`src/hw/rtl/fdts_div.sv`:
```
// ----------------------------------------------------------------------------
// Window mean divider
// Restoring unsigned divider, one quotient bit per cycle.
// ----------------------------------------------------------------------------
module fdts_div #(
  parameter int DIVIDEND_W = 25,
  parameter int DIVISOR_W  = 10
) (
  input  logic                  clk,
  input  logic                  rst_n,
  input  logic                  start,
  input  logic [DIVIDEND_W-1:0] dividend,
  input  logic [DIVISOR_W-1:0]  divisor,
  output logic                  busy,
  output logic [DIVIDEND_W-1:0] quotient
);

  localparam int STEP_W = $clog2(DIVIDEND_W + 1);

  logic [DIVIDEND_W-1:0] quo_r;
  logic [DIVISOR_W-1:0]  rem_r;
  logic [DIVISOR_W-1:0]  dvs_r;
  logic [STEP_W-1:0]     step_r;
  logic                  busy_r;
  logic [DIVISOR_W:0]    trial;
  logic                  fits;

  // Bring down the next dividend bit and try one subtraction.
  assign trial = {rem_r, quo_r[DIVIDEND_W-1]};
  assign fits  = trial >= {1'b0, dvs_r};

  always_ff @(posedge clk) begin
    if (!rst_n) begin
      busy_r <= 1'b0;
      step_r <= '0;
    end else if (start) begin
      busy_r <= 1'b1;
      step_r <= STEP_W'(DIVIDEND_W);
    end else if (busy_r) begin
      step_r <= step_r - 1'b1;
      if (step_r == STEP_W'(1)) begin
        busy_r <= 1'b0;
      end
    end
  end

  always_ff @(posedge clk) begin
    if (start) begin
      quo_r <= dividend;
      rem_r <= '0;
      dvs_r <= divisor;
    end else if (busy_r) begin
      quo_r <= {quo_r[DIVIDEND_W-2:0], fits};
      rem_r <= fits ? DIVISOR_W'(trial - {1'b0, dvs_r}) : DIVISOR_W'(trial);
    end
  end

  assign busy     = busy_r;
  assign quotient = quo_r;

endmodule

```
`config.mk`:
```
export PLATFORM = sky130hd
export DESIGN_NAME = fdts_div
export DESIGN_NICKNAME = d
export VERILOG_FILES = /design/src/hw/rtl/fdts_div.sv
export SDC_FILE = /design/constraint.sdc
export NUM_CORES = 1
export LEC_CHECK = 0
export BUFFER_PORTS_ARGS = -buffer_cell sky130_fd_sc_hd__buf_2
export CELL_PAD_IN_SITES_DETAIL_PLACEMENT = 0
export CELL_PAD_IN_SITES_GLOBAL_PLACEMENT = 1
export CORE_ASPECT_RATIO = 1.4
export CORE_MARGIN = 1.5
export CORE_UTILIZATION = 38
export DETAILED_ROUTE_END_ITERATION = 8
export HOLD_SLACK_MARGIN = 0.05
export PLACE_DENSITY = 0.84
export SYNTH_ARGS = -nofsm -noshare
export SYNTH_HDL_FRONTEND = slang
export SYNTH_SLANG_ARGS = --single-unit
```
`constraint.sdc`:
```
create_clock -name clk -period 2.62 [get_ports clk]
set_clock_uncertainty 0.15 [all_clocks]
set_input_delay 0 -clock clk [delete_from_list [all_inputs] [get_ports clk]]
set_output_delay 0 -clock clk [all_outputs]
set_load 0.005 [all_outputs]
```
==> results.yml <==
status:
  status: "finished clean"
placement:
  gp_congestion: 0.840
  numPortBuffers: 63
  dp_slack_ns: -0.0408
  dp_hpwl_um: 3660
layout:
  syn2layout_area_growth_pct: 36.3
  nNetsFinal: 370
  drive_gt1_frac: 0.366
  diodes: 0
floorplan:
  dieWidth_um: 72.8
  core_area_um2: 6610
  ios: 64
  start_util: 0.392
  rows: 35
  dieArea_um2: 7340
  die_h_um: 101
cts:
  clk_pin_slew_ns: 0.10
  numClockSinks: 51
  numCtsBuffers: 5
  clk_latency_ns: 0.30
  cts_tree: "done"
  clockRootBuffer: "clkbuf_8"
  cts_max_path_buffers: 2
  cts_htree_levels: 2
worst_setup_path:
  worst-r2r-cell-count: 10
  critPathBufInv: 2
  cp_max_fo: 2
  path_class: "register to register"
  critical_path_arrival_ns: 2.66
  required_ns: 2.68
  slowest_delay_ns: 0.40
  crit_path_start_kind: "register"
  cp_top_family: "compound AO/OA/AOI/OAI gates"
  cp_cell_sequence: "inv_1 -> ha_2 -> inv_2 -> fa_2 -> a211oi_2 -> nor3_1 -> o31a_1 -> o21ai_1 -> or3b_1 -> a311oi_2"
  slowest_stage: "edfxtp_1"
  end_kind: "register"
  cp.depth: 10
timing:
  final.setup.worst_slack_ns: 0.0289
  setup_viol: 0
  drv_slew: 0
  rsz0062_at_grt: "yes"
  timing.final.crit_period_ns: 2.59
  fmax_mhz: 386
  worstMarginPinSlew_ns: 0.514
  hold_viol: 0
  max_slew_margin: 0.657
  period_share: 0.989
  fin_worst_hold_slack_ns: 0.0478
logic_synthesis:
  synth_top_cell_area_share: 0.405
  syn_inst: 209
  synth-edff-count: 35
  synth_area_leaders: "edfxtp_1 (41%), dfxtp_1 (12%), mux2_2 (10%)"
  avgSynthCellArea_um2: 12.4
  synth_most_common_cell: "edfxtp_1"
  yosysTopAreaCell: "edfxtp_1"
  synth-seq-cells: 51
  seq_area_frac_synth: 0.529
  syn-cell-area_um2: 2590
  yosysWarningCount: 0
  synth.distinct_cells: 47
  async_flop_share: 0
  syn-num-nets: 260
  ys.flop_type: "edfxtp_1"
  synthTopCellsByCount: "edfxtp_1 (35), mux2_2 (24), dfxtp_1 (16)"
route:
  drt_iter0_markers: 37
  finalWirelength_um: 5690
  wire_per_inst_um: 13.8
  drc: 0
  num_vias: 1988
  first_pass_iters: 4
  viasPerCell: 4.83
  postRouteAntennaNets: 0
worst_hold_path:
  hold_depth: 1
  hold_path_class: "primary input to register"
global_route:
  grt_pass1_vias: 2014
  grt_antenna_before_repair: 0
  met2_usage: 0.294
  grtUsageMet1: 0.196
  grt.met3_usage: 0.0390
  overflow: 0
  grt_busiest_layer: "met2"
  grt_pass1_wl_um: 9360
  grt_usage: 0.164
  grt_max_degree: 28
power_and_ir_drop:
  p_leak_nw: 1.53
  ir_drop_uv: 383
  p_total_mw: 1.95
  powerDensity_nw_per_um2: 551
job:
  maxCapViolCount: 0
final timing paths:
kind	slack, ns	end	from
worst max-delay path	0.03	rem_r[8]$_SDFFE_PP0P_	quotient[24]$_DFFE_PP_
worst min-delay path	0.05	dvs_r[2]$_DFFE_PP_	start
worst max register to register	0.03	rem_r[8]$_SDFFE_PP0P_	quotient[24]$_DFFE_PP_
worst min register to register	0.36	rem_r[5]$_SDFFE_PP0P_	rem_r[5]$_SDFFE_PP0P_
layout make-up:
type	count	area [um^2]
Inverter	15	56.3
Clock buffer	5	68.8
Sequential cell	51	1370
Fill cell	579	3080
Multi-Input combinational cell	134	1130
Timing Repair Buffer	112	773
Tap cell	92	115
Clock inverter	3	17.5
stage by stage:
step	TNS, ns	utilization	std cells	instance area [um^2]
after floorplan	0	-	209	2590
final	0	0.535	412	3540
after global routing	-0.0850	0.535	412	3540
after global placement	0	0.462	364	3050
after detailed placement	-0.0408	0.462	364	3050
after CTS	-0.0103	0.532	410	3520
worst register-to-register path: stages (launching register included):
cell and delay [ns]:
edfxtp_1 0.40, inv_1 0.07, ha_2 0.18, inv_2 0.04, fa_2 0.35, a211oi_2 0.25, nor3_1 0.07, o31a_1 0.30
o21ai_1 0.11, or3b_1 0.36, a311oi_2 0.23
placed cells by master (no fill, tap or decap), drive strengths merged, types with 2 or more instances in the layout:
cell         count
or2              2
a21oi            3
nor2b            4
edfxtp          35
nand2            8
o21bai           2
o21a             4
nand3            2
dlygate4sd3     36
o21ai            4
dfxtp           16
xor2             8
mux2i            5
inv             16
a211oi           7
mux2            24
nand2b           2
nor3b            2
a21o             5
nor2            14
buf             76
clkinv           2
ha              12
a31oi            2
nor3             4
a311oi           2
xnor2            2
clkbuf           5
nor4             2
where the power goes:
group | total (mW) | internal (mW) | switching (mW)
logic | 0.488 | 0.259 | 0.229
clock network | 0.463 | 0.188 | 0.276
registers | 0.997 | 0.951 | 0.0464
what timing repair did:
action,4_1_cts,5_1_grt
hold buffers,36,0
pin swaps,5,4
setup endpoints to repair,1,2
hold endpoints to repair,41,0
resized for setup,4,0
gates cloned,0,0
buffers inserted,2,2
flip-flops by register name, indices dropped and copies added (netlist names):
name and flops:
busy 1, dvs_r 10, quotient 25, rem_r 10, step_r 5
cell families after synthesis:
| logic type | synth area share |
|---|---|
| AO/OA/AOI/OAI | 0.117 |
| multiplexers | 0.123 |
| adder cells (fa/ha/maj) | 0.0656 |
| AND/OR/NAND/NOR | 0.0950 |
| buffers and inverters | 0.0362 |
| flip-flops | 0.529 |
| XOR/XNOR | 0.0338 |
metal layers:
layer / routed length [um] / share of wire
met5: 0 / 0
met4: 31 / 0.0055
met3: 272 / 0.048
met2: 3010 / 0.53
met1: 2380 / 0.42
No activity file was read; power rests on OpenSTA's default activity.
