<file path="src/hw/rtl/fdts_pkg.sv">
// ----------------------------------------------------------------------------
// Flow delay tail statistics package
// Shared widths, register map, reset values, state codes and control types.
// ----------------------------------------------------------------------------
package fdts_pkg;

  // Default sizing of the sample chain.
  localparam int MAX_SAMPLES_DEF = 512;
  localparam int SAMPLE_BITS_DEF = 16;

  // Configuration register widths.
  localparam int WLEN_W = 10;
  localparam int RANK_W = 9;

  // Configuration register reset values.
  localparam logic [WLEN_W-1:0] WLEN_RST  = 10'd500;
  localparam logic [RANK_W-1:0] LRANK_RST = 9'd450;
  localparam logic [RANK_W-1:0] HRANK_RST = 9'd495;

  // APB register map (word index taken from the address).
  localparam int CFG_ADDR_W = 4;
  localparam int CFG_DATA_W = 32;
  localparam logic [1:0] REG_WINDOW_LENGTH = 2'd0;
  localparam logic [1:0] REG_LOW_RANK      = 2'd1;
  localparam logic [1:0] REG_HIGH_RANK     = 2'd2;

  // Result field layout on the output tdata, lowest bits first.
  localparam int OUT_CNT_W    = 10;
  localparam int FIELD_W      = 16;
  localparam int OUT_CNT_LSB  = 0;
  localparam int OUT_MEAN_LSB = OUT_CNT_LSB + OUT_CNT_W;
  localparam int OUT_MAX_LSB  = OUT_MEAN_LSB + FIELD_W;
  localparam int OUT_LOW_LSB  = OUT_MAX_LSB + FIELD_W;
  localparam int OUT_HIGH_LSB = OUT_LOW_LSB + FIELD_W;
  localparam int OUT_FIELDS_W = OUT_HIGH_LSB + FIELD_W;
  localparam int OUT_TDATA_W  = ((OUT_FIELDS_W + 7) / 8) * 8;

  // Control states of the top level.
  typedef enum logic [1:0] {
    ST_IDLE,
    ST_DRAIN,
    ST_HOLD
  } state_t;

  // Per-cycle command broadcast to every cell of the sorting chain.
  typedef struct packed {
    logic ins;    // insert the broadcast sample in order
    logic shift;  // move every entry one cell toward the head
    logic clr;    // mark every cell empty
  } cell_ctl_t;

endpackage

</file>
<file path="src/hw/rtl/fdts_cell.sv">
// ----------------------------------------------------------------------------
// Sorting chain cell
// Holds one sample of the ascending window and trades it with its neighbors.
// ----------------------------------------------------------------------------
module fdts_cell #(
  parameter int SAMPLE_BITS = fdts_pkg::SAMPLE_BITS_DEF
) (
  input  logic                   clk,
  input  logic                   rst_n,
  input  fdts_pkg::cell_ctl_t    ctl,
  input  logic [SAMPLE_BITS-1:0] sample,
  input  logic [SAMPLE_BITS-1:0] prev_data,
  input  logic                   prev_occ,
  input  logic                   prev_gt,
  input  logic [SAMPLE_BITS-1:0] next_data,
  output logic [SAMPLE_BITS-1:0] data,
  output logic                   occ,
  output logic                   gt
);

  logic [SAMPLE_BITS-1:0] data_r;
  logic [SAMPLE_BITS-1:0] data_nxt;
  logic                   occ_r;
  logic                   occ_nxt;

  // An occupied cell above the new sample must move up by one place.
  assign gt = occ_r && (data_r > sample);

  // Insert: take the lower neighbor's entry if it moves up, else take the
  // sample when this is the first cell that is empty or above it.
  always_comb begin
    data_nxt = data_r;
    occ_nxt  = occ_r;
    if (ctl.ins) begin
      if (prev_gt) begin
        data_nxt = prev_data;
      end else if (prev_occ && (!occ_r || gt)) begin
        data_nxt = sample;
      end
      occ_nxt = occ_r | prev_occ;
    end else if (ctl.shift) begin
      data_nxt = next_data;
    end
    if (ctl.clr) begin
      occ_nxt = 1'b0;
    end
  end

  always_ff @(posedge clk) begin
    if (!rst_n) begin
      occ_r <= 1'b0;
    end else begin
      occ_r <= occ_nxt;
    end
  end

  always_ff @(posedge clk) begin
    data_r <= data_nxt;
  end

  assign data = data_r;
  assign occ  = occ_r;

endmodule

</file>
<file path="config.mk">
export PLATFORM = sky130hd
export DESIGN_NAME = fdts_cell
export DESIGN_NICKNAME = d
export VERILOG_FILES = /design/src/hw/rtl/fdts_pkg.sv /design/src/hw/rtl/fdts_cell.sv
export SDC_FILE = /design/constraint.sdc
export NUM_CORES = 1
export LEC_CHECK = 0
export BUFFER_PORTS_ARGS = -buffer_cell sky130_fd_sc_hd__buf_2
export CAP_MARGIN = 15
export CELL_PAD_IN_SITES_DETAIL_PLACEMENT = 0
export CELL_PAD_IN_SITES_GLOBAL_PLACEMENT = 1
export CORE_UTILIZATION = 34
export CTS_CLUSTER_DIAMETER = 120
export DETAILED_ROUTE_END_ITERATION = 8
export GPL_ROUTABILITY_DRIVEN = 0
export PLACE_DENSITY_LB_ADDON = 0.2
export SLEW_MARGIN = 25
export SYNTH_ARGS = -nofsm -noshare
export SYNTH_HDL_FRONTEND = slang
export SYNTH_SLANG_ARGS = --single-unit
</file>
<file path="constraint.sdc">
create_clock -name clk -period 3.73 [get_ports clk]
set_input_delay 0.373 -clock clk [delete_from_list [all_inputs] [get_ports clk]]
set_output_delay 0.373 -clock clk [all_outputs]
set_load 0.01 [all_outputs]
</file>
==> run summary, run 1 <==
#FFs+latches synth -> 17
DRC Markers -> 0
Crit. End Element -> flop
Crit path max-delay family -> compound AO/OA/AOI/OAI gates
CTS tree -> done
Worst vdd ir -> 188 uV
Top cells by area, synth -> edfxtp_1 37%, ha_1 15%, mux2i_1 12%
Initial Util -> 35.5%
Share of the synthesized area in the top cell type -> 37.0%
Clk slew on worst S/H paths -> 0.06 ns
ANT cells -> 0
Final ANT Viol Nets -> 0
Fillers -> 366
DR vias -> 1,199
Critical path peak fanout -> 16
Die width -> 63.8 um
Fin. max-slew vios -> 0
First-pass GRT wire length -> 4890 um
Most common cell after layout, fill and taps aside -> buf_2
Synthesized net count -> 208
Share of cells above drive strength 1 -> 39.1%
Critical Path Source -> data[15]$_DFFE_PP_
Area grow syn2layout -> 34.2%
Max-cap violations -> 0
Unique masters post-synth -> 22
Logic pwr share -> 29.8%
# rows -> 22
Cell count after synthesis -> 137
HP Class -> in -> reg
Tcrit/Tclk final -> 70.3%
Clock tree buffer depth -> 2
Skew-Pair Late Insertion Delay -> 0.25 ns
CTS Sinks -> 17
Average cell area after synthesis -> 9.48 sq um
Vias in the first global route -> 1,119
DR vias/cell -> 4.70
Hold path start -> ctl[0]
# setup viols final -> 0
Internal power -> 0.000386 W
Most frequent cells in the layout -> 72 x buf_2, 25 x a21oi_1, 18 x nor2_1
DP HPWL -> 2350 um
Fin area -> 0.00174 sq mm
DRT iter0 DRCs -> 5
Post-CTS resize count -> 0
RSZ-0062 raised after global routing -> false
Reg power frac -> 45.4%
Synth warn -> 0
Remaining global-route overflow -> 0
Core area -> 0.00366 sq mm
I/O pin count -> 73
Largest net degree at the start of global routing -> 37
Register area share after synthesis -> 38.5%
Net Switching -> 0.000158 W
Area after DPL -> 0.00170 sq mm
Slowest cell on crit path -> o21ai_2
Nets@finish -> 279
TritonCTS buffer count -> 3
Status -> complete, no violations
Fmax achieved -> 381 MHz
Die area -> 0.00407 sq mm
CTS H-Tree Depth -> 1
Reg2reg start -> data[15]$_DFFE_PP_
Worst Tran Pin Value -> 0.852 ns
Startpoint Class -> flop
Setup TNS -> 0 ns
Max-slew headroom -> 43.2%
Crit path kind -> reg -> reg
Die height -> 63.8 um
Setup Buffers After CTS -> 0
Port bufs -> 72
Post-CTS Hold Buffers -> 0
Fin util -> 47.6%
Cell taking the most area after synthesis -> edfxtp_1
Final Hold Vio Count -> 0
Power per cell area -> 312 mW/mm^2
Final min period -> 2.62 ns
Final wirelength -> 2930 um
Crit path arrival time -> 2.50 ns
Largest stage delay on the critical path -> 0.70 ns
Setup Skew -> 0.00182 ns
Root Buffer -> clkbuf_8
Clock power frac -> 24.8%
DRT Pass-1 Iters -> 4
Worst path bufs/invs -> 0
Crit-path cells -> ha_1 > nand4_2 > nor4_2 > a21boi_2 > a2111oi_2 > o21ai_2
WL/cell -> 11.5 um
Cell Area, Synth -> 0.00130 sq mm
Leak Pwr -> 0.893 nW
Initial antenna violation count -> 0
CP required -> 3.61 ns
All-Layer GR Usage -> 15.6%
Hold Slack -> 0.290 ns
Sw Ratio -> 29.0%
[final cells by class]
| type | instances | area [sq um] | area share, % |
|---|---|---|---|
| inverter | 17 | 63.8 | 3.66 |
| tap | 48 | 60.1 | 3.45 |
| clock buffer | 4 | 45.0 | 2.58 |
| multi-input combinational | 97 | 713 | 40.9 |
| sequential | 17 | 500 | 28.7 |
| timing repair buffer | 72 | 360 | 20.7 |
[metal layers]
layer	GRT usage [%]	vias up	share of wire (%)
li1	-	628	-
met1	20.9	525	48
met2	25.3	41	46
met3	2.50	5	4.5
met4	5.11	0	1.3
met5	0	-	0
[path summary, 6_finish.rpt]
| kind | endpoint | slack (ns) | cells past startpoint |
|---|---|---|---|
| max | data[2]$_DFFE_PP_ | 1.11 | 6 |
| min | occ$_SDFFE_PP0P_ | 0.29 | 2 |
| max reg2reg | data[2]$_DFFE_PP_ | 1.11 | 6 |
| min reg2reg | occ$_SDFFE_PP0P_ | 0.60 | 2 |
[cell usage after synthesis]
cell / n
nor4_2: 1
nor3b_1: 1
nor2_1: 18
ha_1: 16
mux2i_1: 16
nand3_1: 1
edfxtp_1: 16
buf_2: 2
o21ai_1: 1
a21o_1: 1
clkbuf_1: 4
nand4_2: 2
dfxtp_1: 1
o21ai_0: 3
a21oi_1: 25
a2111oi_2: 1
nand2_1: 6
a21boi_2: 1
o211ai_1: 2
and4_1: 1
nor2b_1: 1
inv_1: 17
[power by group through the flow]
stage	logic [W]	registers, W	clock network, W
after floorplan	0.0000871	0.000259	0
after global placement	0.000163	0.000250	0
after detailed placement	0.000165	0.000251	0
after CTS	0.000166	0.000247	0.000139
after global routing	0.000186	0.000249	0.000150
final	0.000162	0.000247	0.000135
[flip-flops by register name (all words and copies together) (netlist names)]
name,flops
data,16
occ,1
[metrics by stage]
step	instances	worst slack (ns)	power, W
6_report	255	1.11	0.000544
5_1_grt	255	0.869	0.000585
4_1_cts	255	1.05	0.000552
3_5_place_dp	251	0.958	0.000416
3_3_place_gp	251	1.11	0.000413
2_1_floorplan	137	1.10	0.000346
[logic make-up (layout without fill, tap and decap cells)]
kind of cell    count (synthesis)  in the layout  synth area share [%]
compound gates                 34             34                  14.9
flops                          17             17                  38.5
mux                            16             16                  12.3
fa+ha+maj                      16             16                  15.4
buf+inv                        23             93                  6.84
simple gates                   31             31                  11.9
No activity file was read; power rests on OpenSTA's default activity.
==> inputs of run 2 (changes only) <==
- ABC_AREA: default -> 1
- CORE_UTILIZATION: 34 -> 27
- clock period: 3.73 -> 2.32 ns (I/O delays scaled with it)
==> run 2 against run 1 <==
Largest cell class unchanged. The run now ends with DRC left. Critical path depth rose by 2. Synthesized cell count up 23%. Design area up 1.4%.
==> run summary, run 2 <==
Crit path max-delay family -> simple AND/OR/NAND/NOR gates
Crit. End Element -> output pin
Unique masters post-synth -> 21 (-4.5%)
CTS tree -> done
Crit path kind -> reg -> out
Fin. max-slew vios -> 0 (unchanged)
Reg2Reg Depth -> 10 (+4)
Synthesized net count -> 239 (+15%)
Port bufs -> 72 (unchanged)
Setup TNS -> 0 ns (unchanged)
Final min period -> 1.98 ns
Startpoint Class -> flop
First-pass GRT wire length -> 5730 um (+17%)
Die width -> 71.3 um (+12%)
Average cell area after synthesis -> 7.71 sq um (-19%)
# setup viols final -> 0 (unchanged)
Fmax achieved -> 504 MHz
Worst Tran Pin Value -> 0.560 ns (-0.291 ns)
Initial antenna violation count -> 0 (unchanged)
Critical path peak fanout -> 3 (-13)
Synth warn -> 0 (unchanged)
Synth cell count leaders -> 35 x nand2_1, 31 x o21ai_0, 23 x nor2_1
Cell mode on critical path -> nand2_1
Ys async rst share -> 0% (unchanged)
Largest net degree at the start of global routing -> 19 (-49%)
Reg2Reg Setup Slack -> 0.37 ns (-0.74 ns)
DRC Markers -> 4 (+4)
I/O pin count -> 73 (unchanged)
Final wirelength -> 3510 um (+20%)
Core area -> 0.00447 sq mm (+22%)
Max-slew headroom -> 62.6% (+19 points)
Register area share after synthesis -> 38.6% (+0.11 points)
Slowest cell on crit path -> edfxtp_1
DP Worst Slack -> 0.371 ns (-0.587 ns)
Post-CTS Hold Buffers -> 0 (unchanged)
Max-cap violations -> 0 (unchanged)
Cell Area, Synth -> 0.00129 sq mm (-0.29%)
Top FF cell, synth -> edfxtp_1
Nets@finish -> 315 (+13%)
Crit-path cells -> ha_1 > nand4_1 > nor3_2 > nand2_1 > nand2_1 > nand2_1 > nor2_1 > buf_2
CTS H-Tree Depth -> 1 (unchanged)
Remaining global-route overflow -> 0 (unchanged)
Area grow syn2layout -> 36.5%
#FFs+latches synth -> 17 (unchanged)
ANT cells -> 0 (unchanged)
Hold path start -> ctl[0]
Top cells by area, synth -> edfxtp_1 37%, ha_1 15%, o21ai_0 12%
Final WS setup -> 0.338 ns (-0.771 ns)
Share of cells above drive strength 1 -> 34.2% (-5.0 points)
Leak Pwr -> 0.930 nW (+4.2%)
Most frequent cells in the layout -> 72 x buf_2, 35 x nand2_1, 31 x o21ai_0
# rows -> 24 (+9.1%)
Reg2reg start -> data[11]$_DFFE_PP_
RSZ-0062 raised after global routing -> false
All-Layer GR Usage -> 14.3% (-1.2 points)
DR vias/cell -> 4.42 (-5.9%)
CTS Sinks -> 17 (unchanged)
Worst vdd ir -> 236 uV (+25%)
Status -> finished with violations
Vias in the first global route -> 1,258 (+12%)
DR vias -> 1,305 (+8.8%)
Reg2reg end -> data[10]$_DFFE_PP_
Die height -> 71.3 um (+12%)
Most numerous cell in the Yosys netlist -> nand2_1
Most common cell after layout, fill and taps aside -> buf_2
DP HPWL -> 2800 um (+19%)
Final Hold Vio Count -> 0 (unchanged)
Final ANT Viol Nets -> 0 (unchanged)
Clock tree buffer depth -> 2 (unchanged)
Share of the synthesized area in the top cell type -> 37.1% (+0.11 points)
Failing checks -> DRC
Root Buffer -> clkbuf_8
CP required -> 2.09 ns (-1.52 ns)
Cell taking the most area after synthesis -> edfxtp_1
DRT iter0 DRCs -> 56 (+51)
Cell count after synthesis -> 168 (+23%)
Worst path bufs/invs -> 1 (+1)
Setup Skew -> 0.00425 ns (+0.00243 ns)
Worst hold path endpoint -> occ$_SDFFE_PP0P_
Max reg flops -> 16 (unchanged)
Hold path depth -> 2 (unchanged)
DRT Pass-1 Iters -> 6 (+2)
Die area -> 0.00508 sq mm (+25%)
TritonCTS buffer count -> 3 (unchanged)
Power per cell area -> 489 mW/mm^2 (+57%)
Initial Util -> 28.9% (-6.5 points)
Tcrit/Tclk final -> 85.4%
Post-CTS resize count -> 0 (unchanged)
Skew-Pair Late Insertion Delay -> 0.25 ns (about the same)
Crit path arrival time -> 1.75 ns (-0.75 ns)
Setup Buffers After CTS -> 0 (unchanged)
Largest stage delay on the critical path -> 0.39 ns (-0.31 ns)
Post-synth EDFFs -> 16 (unchanged)
WL/cell -> 11.9 um (+3.3%)
Clk slew on worst S/H paths -> 0.07 ns (about the same)
HP Class -> in -> reg
## run 2: cell types whose count changed in the layout (fill, tap and decap cells not counted), moves of 2 or more
cell      before  now
nand4_2        2    0
nor2_1        18   23
a21oi_1       25    7
nand2_1        6   35
o211ai_1       2    0
mux2i_1       16    0
o21ai_0        3   31
inv_1         17   22
o21ai_1        0    2
buf_4          0    4
## run 2: how the worst max path moves through the flow
stage                                   from           endpoint  slack, ns  cells past startpoint
after floorplan           data[15]$_DFFE_PP_  data[0]$_DFFE_PP_       0.15                      9
after global placement    data[11]$_DFFE_PP_  data[6]$_DFFE_PP_       0.40                     10
after detailed placement  data[11]$_DFFE_PP_  data[9]$_DFFE_PP_       0.37                     10
after CTS                 data[11]$_DFFE_PP_                 gt       0.32                      8
after global routing      data[11]$_DFFE_PP_  data[6]$_DFFE_PP_       0.16                     10
final                     data[11]$_DFFE_PP_                 gt       0.34                      8
## run 2: routing by layer
metal	GRT usage, %	wire, um	vias up
met5	0	0	-
met4	2.67	23	0
met3	2.25	172	2
met2	24.3	1670	39
met1	19.5	1650	558
li1	-	-	706
## run 2: cell families after synthesis
group           after synthesis  synth area share [%]
compound gates               42                  16.7
fa+ha+maj                    16                  15.5
buf+inv                      28                  8.79
flops                        17                  38.6
simple gates                 65                  20.4
## run 2: area by class of cell
| cell class | count | area [sq um] |
|---|---|---|
| fill | 487 | 2710 |
| multi-input combinational | 123 | 681 |
| sequential | 17 | 500 |
| timing repair buffer | 76 | 390 |
| inverter | 23 | 86.3 |
| tap | 52 | 65.1 |
| clock buffer | 4 | 45.0 |
## run 2: worst register-to-register path, cell delays in order, from the launching register on
cell and delay (ns):
edfxtp_1 0.39, ha_1 0.33, nand4_1 0.14, nor3_2 0.17
nand2_1 0.08, nand2_1 0.05, nand2_1 0.06, nand2_1 0.05
nand2_1 0.05, a21oi_2 0.13, buf_4 0.20
## run 2: stage by stage
stage          utilization, %  hold WS, ns  instances  total power, W  cell area, sq um
6_report                 39.5        0.141        295        0.000865              1770
3_3_place_gp             38.5        0.401        291        0.000655              1720
5_1_grt                  39.5        0.137        295        0.000925              1770
4_1_cts                  39.5        0.138        295        0.000877              1770
3_5_place_dp             38.5        0.398        291        0.000654              1720
2_1_floorplan               -        0.308        168        0.000536              1290
## run 2: power by group
part	switching, W	internal [W]	total (W)
Combinational	0.000141	0.000114	0.000255
Sequential	0.0000150	0.000373	0.000388
Clock	0.000101	0.000122	0.000222
Total	0.000256	0.000608	0.000865
==> inputs of run 3 (changes only) <==
- CELL_PAD_IN_SITES_DETAIL_PLACEMENT: 0 -> 2
- CELL_PAD_IN_SITES_GLOBAL_PLACEMENT: 1 -> 2
- CORE_UTILIZATION: 27 -> 20
==> run 3 against run 2 <==
Largest power group unchanged. Global-route usage shrank 0.42 points. Count of clock-buffer cells in the layout stayed put. Register-to-register slack about the same. Die area grew 34%. Critical endpoint is now data[8]$_DFFE_PP_. Cell count is 7.5% higher. Wire length is 26% higher. Sequential cell count stayed put. The flow now finishes without violations. Sequential share of layout area fell by 0.34 points. Clock skew is 0.0024 ns higher. Critical path depth grew 6. Combinational power is 3% higher. Clock power is 7% higher.
==> run summary, run 3 (synthesis results as in run 2) <==
Crit path kind -> reg -> reg
Final Hold Vio Count -> 0 (unchanged)
Area grow syn2layout -> 38.2%
Setup TNS -> 0 ns (unchanged)
Final ANT Viol Nets -> 0 (unchanged)
Hold Slack -> 0.123 ns (-0.0175 ns)
RSZ-0062 raised after global routing -> false
DRT iter0 DRCs -> 22 (-61%)
Worst vdd ir -> 162 uV (-31%)
CTS Sinks -> 17 (unchanged)
TritonCTS buffer count -> 3 (unchanged)
Reg2reg start -> data[3]$_DFFE_PP_
Fin. max-slew vios -> 0 (unchanged)
# setup viols final -> 0 (unchanged)
Tot Pwr -> 0.000890 W (+2.9%)
Non-Filler Instances -> 317 (+7.5%)
Max-cap violations -> 0 (unchanged)
Die height -> 82.5 um (+16%)
Critical Path Source -> data[3]$_DFFE_PP_
WL/cell -> 14.0 um (+18%)
First-pass GRT wire length -> 6920 um (+21%)
Share of cells above drive strength 1 -> 33.9% (-0.27 points)
Fmax achieved -> 512 MHz (+1.5%)
ANT cells -> 0 (unchanged)
Leak Pwr -> 0.925 nW (-0.52%)
Largest net degree at the start of global routing -> 20 (+1)
Max reg flops -> 16 (unchanged)
Worst Tran Pin Value -> 0.571 ns (+0.0107 ns)
Placed insts -> 313 (+7.6%)
HP Class -> in -> reg
Initial antenna violation count -> 0 (unchanged)
Critical path peak fanout -> 8 (+5)
Startpoint Class -> flop
Clock tree buffer depth -> 2 (unchanged)
I/O pin count -> 73 (unchanged)
CTS H-Tree Depth -> 1 (unchanged)
DR vias -> 1,412 (+8.2%)
Setup Skew -> 0.00661 ns (+0.00236 ns)
Max-slew headroom -> 61.9% (-0.72 points)
CP required -> 2.29 ns (+0.20 ns)
Hold path start -> ctl[0]
Most frequent cells in the layout -> 72 x buf_2, 35 x nand2_1, 31 x o21ai_0
Core area -> 0.00610 sq mm (+36%)
DRT Pass-1 Iters -> 4 (-2)
Setup Buffers After CTS -> 0 (unchanged)
Clk slew on worst S/H paths -> 0.08 ns (about the same)
Tcrit/Tclk final -> 84.2% (-1.2 points)
Crit path arrival time -> 1.92 ns (+0.17 ns)
Port bufs -> 72 (unchanged)
Post-CTS Hold Buffers -> 0 (unchanged)
Post-CTS resize count -> 0 (unchanged)
Crit. End Element -> flop
Final wirelength -> 4430 um (+26%)
Power per cell area -> 498 mW/mm^2 (+1.7%)
Die area -> 0.00680 sq mm (+34%)
All-Layer GR Usage -> 13.9% (-0.42 points)
Reg2Reg Setup Slack -> 0.37 ns (about the same)
Status -> complete, no violations
Final min period -> 1.95 ns (-0.0285 ns)
Skew-Pair Late Insertion Delay -> 0.26 ns (about the same)
DP HPWL -> 3630 um (+30%)
Vias in the first global route -> 1,482 (+18%)
DR vias/cell -> 4.45 (+0.69%)
Die width -> 82.5 um (+16%)
Remaining global-route overflow -> 0 (unchanged)
# rows -> 28 (+17%)
Initial Util -> 21.2% (-7.7 points)
Nets@finish -> 314 (-0.32%)
DRC Markers -> 0 (-4)
Root Buffer -> clkbuf_8
Most common cell after layout, fill and taps aside -> buf_2
CTS tree -> done
[run 3: changes by cell type in the layout (fill, tap and decap cells not counted), sizes merged]
cell,delta
buf,-1
[run 3: worst max-delay path, cell delays in order, from the launching register on]
cell,delay [ns]
edfxtp_1,0.40
ha_1,0.31
nand2_1,0.08
inv_1,0.05
nand2_1,0.05
nand2_1,0.07
nand2_1,0.05
nand2_1,0.05
nand2_1,0.05
nand2_1,0.05
nand2_1,0.06
nand2_1,0.06
nand2_1,0.06
a21oi_2,0.13
buf_4,0.19
[run 3: cell type report]
cell class | instances | area, sq um
inverters | 23 | 86.3
flip-flops and latches | 17 | 500
fillers | 751 | 4310
multi-input cells | 123 | 681
clock buffers | 4 | 45.0
repair buffers | 75 | 383
well taps | 75 | 93.8
[run 3: routing by layer]
metal,track usage (%),vias to the layer above,routed length (um)
met3,2.31,5,221
met5,0,-,0
met4,4.74,0,49
met1,16.7,658,1940
met2,25.0,44,2220
li1,-,705,-
[run 3: worst paths after layout]
| path | end | depth (start not counted) |
|---|---|---|
| worst max-delay path | data[8]$_DFFE_PP_ | 14 |
| worst min-delay path | occ$_SDFFE_PP0P_ | 2 |
| worst max register to register | data[8]$_DFFE_PP_ | 14 |
| worst min register to register | occ$_SDFFE_PP0P_ | 2 |
[run 3: through the flow]
step | utilization (%) | instance area, sq um | setup slack (ns)
3_3_place_gp | 28.6 | 1740 | 0.392
3_5_place_dp | 28.6 | 1740 | 0.334
6_report | 29.4 | 1790 | 0.366
4_1_cts | 29.4 | 1790 | 0.310
5_1_grt | 29.4 | 1790 | 0.184
2_1_floorplan | - | 1290 | 0.152
[run 3: power breakdown]
group | internal, W | switching [W]
combinational | 0.000114 | 0.000150
clock | 0.000122 | 0.000115
sequential | 0.000373 | 0.0000166
total | 0.000609 | 0.000281
